<file path="src/design/short_long_press_mode_selector_assert.svh">
// ----------------------------------------------------------------------------
// Assertion macros for the press mode selector
// Shared concurrent assertion forms, clocked on the rising edge and
// disabled while the active-low reset is asserted.
// ----------------------------------------------------------------------------
`ifndef SHORT_LONG_PRESS_MODE_SELECTOR_ASSERT_SVH
`define SHORT_LONG_PRESS_MODE_SELECTOR_ASSERT_SVH

// Same-cycle implication: cons must hold whenever ante holds.
`define SLPMS_ASSERT_NOW(name, clk, rst_n, ante, cons) \
  name: assert property (@(posedge clk) disable iff (!rst_n) (ante) |-> (cons)) \
    else $error("slpms: same-cycle check failed");

// Next-cycle implication: cons must hold in the cycle after ante.
`define SLPMS_ASSERT_NEXT(name, clk, rst_n, ante, cons) \
  name: assert property (@(posedge clk) disable iff (!rst_n) (ante) |=> (cons)) \
    else $error("slpms: next-cycle check failed");

`endif

</file>
<file path="src/design/slpms_pkg.sv">
`timescale 1ns / 1ps
// ----------------------------------------------------------------------------
// slpms_pkg
// Types, codes and helpers for the short/long press mode selector.
// ----------------------------------------------------------------------------
package slpms_pkg;

  // Width of the timestamp arithmetic; durations wrap modulo 2**TimeWidth.
  localparam int unsigned TimeWidth = 32;

  localparam int unsigned CfgWidth  = 16;
  localparam int unsigned AddrWidth = 3;
  localparam int unsigned DataWidth = 32;

  localparam logic [CfgWidth-1:0] DebounceReset  = CfgWidth'(50);
  localparam logic [CfgWidth-1:0] LongPressReset = CfgWidth'(1000);

  // Register index, taken from paddr[2].
  localparam logic RegDebounce  = 1'b0;
  localparam logic RegLongPress = 1'b1;

  typedef enum logic [1:0] {
    EvNone   = 2'd0,
    EvSwitch = 2'd1,
    EvStart  = 2'd2,
    EvStop   = 2'd3
  } event_e;

  typedef enum logic [1:0] {
    ColourWhite = 2'd0,
    ColourRed   = 2'd1,
    ColourGreen = 2'd2,
    ColourBlue  = 2'd3
  } colour_e;

  // Active-low drive, bit 0 red, bit 1 green, bit 2 blue.
  localparam logic [2:0] DriveOff = 3'b111;

  typedef struct packed {
    logic        button_level;
    logic [31:0] time_ms;
  } in_t;

  typedef struct packed {
    logic       led_red_n;
    logic       led_green_n;
    logic       led_blue_n;
    logic [1:0] event_code;
    logic [1:0] colour_now;
    logic       white_active;
  } out_t;

  function automatic logic [2:0] drive_for(logic [1:0] colour);
    logic [2:0] drive;
    case (colour)
      ColourWhite: drive = 3'b000;
      ColourRed:   drive = 3'b110;
      ColourGreen: drive = 3'b101;
      default:     drive = 3'b011;
    endcase
    return drive;
  endfunction

  // Cycle red -> green -> blue -> red.
  function automatic logic [1:0] next_colour(logic [1:0] colour);
    logic [1:0] nxt;
    case (colour)
      ColourWhite: nxt = ColourRed;
      ColourRed:   nxt = ColourGreen;
      ColourGreen: nxt = ColourBlue;
      default:     nxt = ColourRed;
    endcase
    return nxt;
  endfunction

endpackage

</file>
<file path="src/design/short_long_press_mode_selector.sv">
`timescale 1ns / 1ps
// ----------------------------------------------------------------------------
// short_long_press_mode_selector
// Classifies push-button presses as short or long and drives the RGB mode.
// ----------------------------------------------------------------------------
// Usage:
//   The input channel (in_valid_i / in_ready_o / in_data_i) carries one beat
//   per button sample: the sampled active-low level and a wrapping millisecond
//   timestamp. Each input beat produces exactly one output beat on
//   (out_valid_o / out_ready_i / out_data_o) holding the active-low RGB drive,
//   the event code, the selected colour and the white-mode flag.
//   The output is registered: the result of an accepted beat is shown from
//   the next cycle. Throughput is one beat per cycle while the receiver takes
//   each output beat; the edge detect, one subtraction and two compares sit
//   between the state and the output register.
//   The input is taken whenever the output register is empty or is being
//   drained in the same cycle. When the receiver stalls, the output beat holds
//   and the input side stalls with it after one beat.
//   Reset clears the output register, releases the button, disarms the press
//   detector, selects red, leaves white mode and turns all LEDs off. The APB
//   port holds debounce_ms at 0x0 and long_press_ms at 0x4 (reset 50, 1000);
//   write them only while no beat is in flight.
// ----------------------------------------------------------------------------
`include "short_long_press_mode_selector_assert.svh"

module short_long_press_mode_selector (
  input  logic                               clk_i,
  input  logic                               rst_ni,
  // Sample channel
  input  logic                               in_valid_i,
  output logic                               in_ready_o,
  input  slpms_pkg::in_t                     in_data_i,
  // Result channel
  output logic                               out_valid_o,
  input  logic                               out_ready_i,
  output slpms_pkg::out_t                    out_data_o,
  // Configuration port
  input  logic                               psel,
  input  logic                               penable,
  input  logic                               pwrite,
  input  logic [slpms_pkg::AddrWidth-1:0]    paddr,
  input  logic [slpms_pkg::DataWidth-1:0]    pwdata,
  output logic [slpms_pkg::DataWidth-1:0]    prdata,
  output logic                               pready
);

  localparam int unsigned TW = slpms_pkg::TimeWidth;
  localparam int unsigned CW = slpms_pkg::CfgWidth;

  // Configuration registers
  logic [CW-1:0] debounce_q;
  logic [CW-1:0] long_press_q;
  logic          cfg_write;

  // Press state
  logic          prev_level_q, prev_level_d;
  logic          armed_q, armed_d;
  logic [TW-1:0] press_start_q, press_start_d;
  logic          white_q, white_d;
  logic [1:0]    colour_q, colour_d;
  logic [1:0]    saved_colour_q, saved_colour_d;
  logic [2:0]    led_q, led_d;

  // Output register
  logic             out_valid_q;
  slpms_pkg::out_t  out_data_q, out_data_d;

  logic                      in_fire;
  logic [TW-1:0]             now;
  logic [TW-1:0]             duration;
  logic                      fall_edge;
  logic                      rise_edge;
  slpms_pkg::event_e         event_d;

  // --------------------------------------------------------------------------
  // Configuration port: zero wait states, register picked by paddr[2].
  // --------------------------------------------------------------------------
  assign pready    = 1'b1;
  assign cfg_write = psel & penable & pwrite & pready;

  always_ff @(posedge clk_i or negedge rst_ni) begin
    if (!rst_ni) begin
      debounce_q   <= slpms_pkg::DebounceReset;
      long_press_q <= slpms_pkg::LongPressReset;
    end else if (cfg_write) begin
      if (paddr[2] == slpms_pkg::RegDebounce) begin
        debounce_q <= pwdata[CW-1:0];
      end else begin
        long_press_q <= pwdata[CW-1:0];
      end
    end
  end

  always_comb begin
    if (paddr[2] == slpms_pkg::RegDebounce) begin
      prdata = slpms_pkg::DataWidth'(debounce_q);
    end else begin
      prdata = slpms_pkg::DataWidth'(long_press_q);
    end
  end

  // --------------------------------------------------------------------------
  // Handshake: take a new beat when the output register is free or draining.
  // --------------------------------------------------------------------------
  assign in_ready_o = ~out_valid_q | out_ready_i;
  assign in_fire    = in_valid_i & in_ready_o;

  // --------------------------------------------------------------------------
  // Press classification for the incoming sample.
  // --------------------------------------------------------------------------
  assign now       = TW'(in_data_i.time_ms);
  assign fall_edge = ~in_data_i.button_level & prev_level_q;
  assign rise_edge = in_data_i.button_level & ~prev_level_q;
  // Wrapping duration; only meaningful on a rising edge while armed.
  assign duration  = now - press_start_q;

  always_comb begin
    prev_level_d   = in_data_i.button_level;
    armed_d        = armed_q;
    press_start_d  = press_start_q;
    white_d        = white_q;
    colour_d       = colour_q;
    saved_colour_d = saved_colour_q;
    led_d          = led_q;
    event_d        = slpms_pkg::EvNone;

    // Arm and record the press start on a press.
    if (fall_edge) begin
      armed_d       = 1'b1;
      press_start_d = now;
    end

    // Measure on release; presses at or below the debounce limit are noise.
    if (rise_edge && armed_q) begin
      armed_d = 1'b0;
      if (duration > TW'(debounce_q)) begin
        if (duration < TW'(long_press_q)) begin
          if (white_q) begin
            // Short press in white mode: restore the saved colour.
            led_d   = slpms_pkg::drive_for(saved_colour_q);
            white_d = 1'b0;
            event_d = slpms_pkg::EvStop;
          end else begin
            // Short press: advance to the next colour.
            colour_d = slpms_pkg::next_colour(colour_q);
            led_d    = slpms_pkg::drive_for(slpms_pkg::next_colour(colour_q));
            event_d  = slpms_pkg::EvSwitch;
          end
        end else if (!white_q) begin
          // Long press: save the colour and go white.
          saved_colour_d = colour_q;
          led_d          = slpms_pkg::drive_for(slpms_pkg::ColourWhite);
          white_d        = 1'b1;
          event_d        = slpms_pkg::EvStart;
        end
      end
    end

    out_data_d.led_red_n    = led_d[0];
    out_data_d.led_green_n  = led_d[1];
    out_data_d.led_blue_n   = led_d[2];
    out_data_d.event_code   = event_d;
    out_data_d.colour_now   = colour_d;
    out_data_d.white_active = white_d;
  end

  // --------------------------------------------------------------------------
  // State and output registers; state advances only on an accepted beat.
  // --------------------------------------------------------------------------
  always_ff @(posedge clk_i or negedge rst_ni) begin
    if (!rst_ni) begin
      prev_level_q   <= 1'b1;
      armed_q        <= 1'b0;
      press_start_q  <= '0;
      white_q        <= 1'b0;
      colour_q       <= slpms_pkg::ColourRed;
      saved_colour_q <= slpms_pkg::ColourRed;
      led_q          <= slpms_pkg::DriveOff;
      out_valid_q    <= 1'b0;
    end else begin
      if (in_fire) begin
        prev_level_q   <= prev_level_d;
        armed_q        <= armed_d;
        press_start_q  <= press_start_d;
        white_q        <= white_d;
        colour_q       <= colour_d;
        saved_colour_q <= saved_colour_d;
        led_q          <= led_d;
        out_valid_q    <= 1'b1;
      end else if (out_ready_i) begin
        // Drop the beat once the receiver has taken it.
        out_valid_q <= 1'b0;
      end
    end
  end

  // Payload register needs no reset; hold it while stalled.
  always_ff @(posedge clk_i) begin
    if (in_fire) begin
      out_data_q <= out_data_d;
    end
  end

  assign out_valid_o = out_valid_q;
  assign out_data_o  = out_data_q;

  // --------------------------------------------------------------------------
  // Assertions
  // --------------------------------------------------------------------------
  // White mode always drives all three LEDs on.
  `SLPMS_ASSERT_NOW(a_white_drive, clk_i, rst_ni, white_q, led_q == 3'b000)
  // The selected colour is never the white code.
  `SLPMS_ASSERT_NOW(a_colour_valid, clk_i, rst_ni, 1'b1,
                    colour_q != slpms_pkg::ColourWhite)
  // A start-recording beat leaves the block in white mode with the beat shown.
  `SLPMS_ASSERT_NEXT(a_start_enters_white, clk_i, rst_ni,
                     in_fire && (event_d == slpms_pkg::EvStart),
                     white_q && out_valid_o && out_data_o.white_active)

endmodule
</file>
<file path="config.mk">
export PLATFORM = sky130hd
export DESIGN_NAME = short_long_press_mode_selector
export DESIGN_NICKNAME = d
export VERILOG_FILES = /design/src/design/slpms_pkg.sv /design/src/design/short_long_press_mode_selector.sv
export VERILOG_INCLUDE_DIRS = /design/src /design/src/design
export SDC_FILE = /design/constraint.sdc
export NUM_CORES = 1
export LEC_CHECK = 0
export BUFFER_PORTS_ARGS = -buffer_cell sky130_fd_sc_hd__buf_4
export CAP_MARGIN = 10
export CORE_MARGIN = 2
export CORE_UTILIZATION = 30
export DETAILED_ROUTE_END_ITERATION = 16
export HOLD_SLACK_MARGIN = 0.03
export PLACE_DENSITY_LB_ADDON = 0.3
export SYNTH_ARGS = -nofsm -noshare
export SYNTH_HDL_FRONTEND = slang
export SYNTH_SLANG_ARGS = --single-unit
</file>
<file path="constraint.sdc">
create_clock -name clk_i -period 5.3 [get_ports clk_i]
set_clock_uncertainty 0.15 [all_clocks]
set_input_delay 1.06 -clock clk_i [delete_from_list [all_inputs] [get_ports clk_i]]
set_output_delay 1.06 -clock clk_i [all_outputs]
set_load 0.03 [all_outputs]
</file>
# --- Word level (Yosys, flattened, before mapping) ---
# Cells that the tools add are included.
totals:
  register_bits: 83
  in_bits: 75
op_classes:
  n_reduce_logical: 11
  n_addsub: 1
  muxes: 27
  bitwise_logic: 12
  n_eq_ne: 6
  n_lt_le_gt_ge: 2
ops:
  columns: ["operator", "n"]
  rows:
  - ["> comparator 32 x 16 -> 1 bit", 1]
  - ["less-than comparator 32 x 16 -> 1 bit", 1]
  - ["subtractor 32 bit", 1]
  - ["two-way mux 2 bit", 11]
  - ["case mux 3 bit (3 select lines)", 2]
  - ["two-way mux 16 bit", 1]
  - ["two-way mux 3 bit", 5]
  - ["AND reduction 2 bit", 5]
  - ["two-way mux 1 bit", 7]
  - ["equality test 2 x 1 -> 1 bit, second input constant", 3]
  - ["equality test 2 bit, second input constant", 3]
  - ["inverter 1 bit", 6]
  - ["bitwise AND 1 bit", 5]
  - ["AND reduction 5 bit", 1]
  - ["zero test 2 bit", 2]
  - ["case mux 2 bit (2 select lines)", 1]
  - ["nonzero test 2 bit", 2]
  - ["logical AND 1 bit", 1]
  - ["OR 1 bit", 1]

# --- Logic depth before layout (Yosys ltp) ---
depth:
  depth_word: 12
  ltp_mapped: 21

# --- Least setup slack after synthesis ---
# No wires, ideal clock.
synth_timing:
  kind: "input port to flip-flop"
  startpoint: "in in_data_i[4] (netlist name)"
  endpoint: "reg saved_colour_q[1]"
  t_arrival_ns: 4.598
  stages: 17
  path_slack_ns: 0.428
  path_buffers: 0
  setup_ns: 0.125
  cell_sequence: "ha_1 a21o_1 a31o_1 o21a_1 o31ai_4 nor2b_1 xnor2_1 ha_1 nand4_1 a211oi_1 o41ai_1 o2111ai_1 or4_4 or2_2 ha_1 nand3_1 mux2_2"
synth_between:
  elab_chain_len: 4
  elab_cells_between_ends: 5
  classes_between: "1 x add/sub; 2 x order compare; 1 x bitwise; 1 x reduce/logical"
synth_rtl:
  columns: ["element", "line", "rtl"]
  rows:
  - ["start: declaration", "short_long_press_mode_selector.sv:32", "input slpms_pkg::in_t in_data_i,"]
  - ["subtractor 32 bit *", "short_long_press_mode_selector.sv:115", "assign duration = now - press_start_q;"]
  - ["less-than comparator 32 x 16 -> 1 bit", "short_long_press_mode_selector.sv:137", "if (duration < TW'(long_press_q)) begin"]
  - ["inverter 1 bit (no line)", null, null]
  - ["AND reduction 5 bit (no line) *", null, null]
  - ["end signal: assignment", "short_long_press_mode_selector.sv:177", "saved_colour_q <= slpms_pkg::ColourRed;"]
  - ["end signal: assignment", "short_long_press_mode_selector.sv:187", "saved_colour_q <= saved_colour_d;"]
  - ["end: declaration", "short_long_press_mode_selector.sv:61", "logic [1:0] saved_colour_q, saved_colour_d;"]
# Every way passes the cells marked *; elsewhere a longest branch is shown, timed or not.
# A chain may end at the register's enable or synchronous reset.

# --- Worst setup path after layout ---
layout_timing:
  startpoint: "in in_data_i[0] (netlist name)"
  endpoint: "reg saved_colour_q[1]"
# The elaborated chain is that of the path after synthesis.

==> impl_metrics.env <==
export IMPL_use_met3_pct=3.48
export IMPL_rows=53
export IMPL_die_h_microns=150
export IMPL_endpoint_kind="flip-flop"
export IMPL_vias=5209
export IMPL_async_flop_share_pct=90.4
export IMPL_initial_utilization_pct=30.6
export IMPL_switching_power_uw=1420
export IMPL_hold_viol=0
export IMPL_crit_path_start_kind="input port"
export IMPL_grt_max_degree=76
export IMPL_pwr_share_clk_pct=19.8
export IMPL_die_w_microns=150
export IMPL_avgSynthCellArea_sq_um=9.25
export IMPL_die_area_sq_mm=0.0225
export IMPL_ys_warn_count=0
export IMPL_rsz0062_at_grt="false"
export IMPL_slew_violations=0
export IMPL_power_density_mw_per_mm2=448
export IMPL_path_max_fanout=3
export IMPL_antenna_found_initial=0
export IMPL_grt_busiest_layer="met2"
export IMPL_yosysTopAreaCellShare_pct=23.4
export IMPL_drt_iter0_markers=244
export IMPL_num_fill_cells=2188
export IMPL_drt_first_pass_iters=5
export IMPL_setup_viol=0
export IMPL_max_freq_ghz=0.201
export IMPL_relSlewSlack_pct=30.4
export IMPL_grt_pass1_wl_mm=24.2
export IMPL_synth_area_leader_cell="dfrtp_1"
export IMPL_post_drt_wl_per_cell_microns=13.9
export IMPL_ys_types=70
export IMPL_place_gp_congestion=0.897
export IMPL_vias_per_cell=4.82
export IMPL_cts_root_buffer="clkbuf_16"
export IMPL_numClockSinks=83
export IMPL_ys_ff_latch=83
export IMPL_cts_made_buffers=9
export IMPL_netlist_top_cells_count="76 x inv_1, 67 x ha_1, 64 x mux2_2, 60 x dfrtp_1, 60 x nand2_1"
export IMPL_synth_flop_cell="dfrtp_1"
export IMPL_p_comb_share_pct=55.4
export IMPL_fin_area_sq_mm=0.00785
export IMPL_final_seq_area_sq_mm=0.00214
export IMPL_ys_seq_area_share_pct=33.4
export IMPL_routed_wl_mm=15.1
export IMPL_met2_usage_pct=22.3
export IMPL_synth_edf_count=8
export IMPL_ir_worst_vdd_mv=0.146
export IMPL_grt_pass1_vias=4933
export IMPL_cts_tree="built"
export IMPL_cts_setup_buffers=0
export IMPL_power_internal_uw=2100
export IMPL_yosys_top_cells_area="dfrtp_1 23%, ha_1 13%, mux2_2 11%, dfstp_2 6.2%, inv_1 4.5%"
export IMPL_clkTransAtPathRegs_ns=0.07
export IMPL_place_area_sq_mm=0.00752
export IMPL_multi_input_area_sq_mm=0.00380
export IMPL_area_delta_synth_final_pct=22.6
export IMPL_p_leak_uw=0.00372
export IMPL_worst_slew_pin_slew_ns=1.04
export IMPL_period_minus_slack_ns=4.98
export IMPL_pin_count=118
export IMPL_grt_overflow=0
export IMPL_drive_gt1_share_pct=28.9
export IMPL_yosysMostFrequentCell="inv_1"
export IMPL_holdWs_ns=0.330
export IMPL_syn_inst=692
export IMPL_maxCapViolCount=0
export IMPL_clk_latency_ns=0.35
export IMPL_worst_ep_arrival_time_ns=5.07
export IMPL_status="complete, no violations"
export IMPL_crit_required_ns=5.38
export IMPL_hold_path_class="flip-flop to flip-flop"
export IMPL_clockBufferDepth=2
export IMPL_grt_use_met1_pct=17.9
export IMPL_diodes=0
export IMPL_coreArea_sq_mm=0.0210
export IMPL_p_seq_share_pct=24.8
export IMPL_p_sw_share_pct=40.3
export IMPL_drc=0
export IMPL_nets=943
export IMPL_grt_total_usage_pct=13.6
export IMPL_worst_setup_path_type="input port to flip-flop"
export IMPL_antenna_left=0
export IMPL_place_port_buffers=82
export IMPL_synth_area_sq_mm=0.00640
export IMPL_period_share_pct=94.0
export IMPL_cts_max_level=3
export IMPL_dp_hpwl_mm=11.9
area by class of cell:
| cell class | instances | area share, % |
|---|---|---|
| Multi-Input combinational cell | 504 | 48.4 |
| Sequential cell | 83 | 27.2 |
| Timing Repair Buffer | 126 | 12.2 |
| Tap cell | 275 | 4.38 |
| Inverter | 76 | 3.63 |
| Clock buffer | 9 | 2.87 |
| Clock inverter | 7 | 1.28 |
through the flow:
step           setup TNS, ns  total power [uW]  instances  setup slack, ns  util, %
2_1_floorplan              0              2240        707            0.428        -
3_3_place_gp          -0.246              2800       1064           -0.122     35.9
3_5_place_dp          -0.183              2830       1064          -0.0952     35.9
4_1_cts                    0              3550       1080            0.246     37.4
5_1_grt                    0              3840       1080           0.0265     37.5
6_report                   0              3520       1080            0.316     37.5
registers in the layout, indices dropped and copies added (netlist names):
| register | flops |
|---|---|
| out_data_o | 8 |
| long_press_q | 16 |
| out_valid_o | 1 |
| armed_q | 1 |
| white_q | 1 |
| saved_colour_q | 2 |
| led_q | 3 |
| colour_q | 2 |
| prev_level_q | 1 |
| press_start_q | 32 |
| debounce_q | 16 |
cell families after synthesis:
logic type | after synthesis | synth area share (%)
adder cells (fa/ha/maj) | 68 | 13.4
XOR/XNOR | 20 | 2.74
flip-flops | 83 | 33.4
multiplexers | 71 | 12.3
AO/OA/AOI/OAI | 176 | 17.9
other | 2 | 0.117
buffers and inverters | 120 | 8.30
AND/OR/NAND/NOR | 152 | 11.9
cell usage in the layout, fill, tap and decap left out, types with 3 or more instances in the layout:
cell type,instances
xor2_1,3
a21o_1,16
conb_1,17
nand2_1,60
o21a_1,13
nor2_1,24
clkinvlp_4,3
mux2i_1,7
a21oi_1,48
o22ai_1,4
edfxtp_1,8
or3_1,5
buf_4,125
nand4_1,14
o211ai_1,4
a22o_1,4
mux2_2,64
o2111ai_1,4
nor2b_1,7
nand2b_1,5
dfstp_2,15
a211oi_1,3
o31ai_1,3
o21ai_1,3
nand3_1,11
o21ai_0,45
xnor2_1,17
clkbuf_16,9
inv_1,76
nor3_1,7
ha_1,67
dfrtp_1,60
power by group through the flow:
stage | registers, uW | clock network (uW) | logic [uW]
finish | 873 | 695 | 1950
global route | 892 | 739 | 2210
CTS | 874 | 719 | 1960
detailed placement | 886 | 0 | 1940
global placement | 878 | 0 | 1920
floorplan | 868 | 0 | 1380
final timing paths:
kind                                endpoint  cells after the start        startpoint  slack [ns]
min in group asynchronous     debounce_q[15]                      1            rst_ni        0.72
max in group asynchronous            white_q                      1            rst_ni        3.62
hold / removal                  prev_level_q                      2      prev_level_q        0.33
setup reg to reg           saved_colour_q[1]                     18  press_start_q[1]        0.73
setup / recovery           saved_colour_q[1]                     21      in_data_i[0]        0.32
hold reg to reg                 prev_level_q                      2      prev_level_q        0.33
worst max-delay path, cell delays in order:
cell and delay [ns]:
buf_4 0.08, inv_1 0.04, ha_1 0.22, fa_1 0.38
nor2b_1 0.17, o2111ai_1 0.20, buf_4 0.20, nand2_1 0.11
a21o_1 0.13, a21oi_1 0.07, xnor2_1 0.16, ha_1 0.19
a21o_1 0.15, a21o_1 0.16, a21oi_1 0.18, o2111ai_1 0.17
or4_4 0.48, or2_2 0.29, ha_1 0.18, nand3_1 0.09
mux2_2 0.34
per-layer routing:
layer  part of all wire, %  up-vias
li1                      -     2653
met1                    48     2449
met2                    47      100
met3                   4.5        7
met4                  0.86        0
met5                     0        -
what timing repair did:
item / 4_1_cts / 5_1_grt
resized for setup: 0 / 3
setup endpoints to repair: 0 / 7
hold buffers: 0 / 0
(Power assumes the default switching activity.)
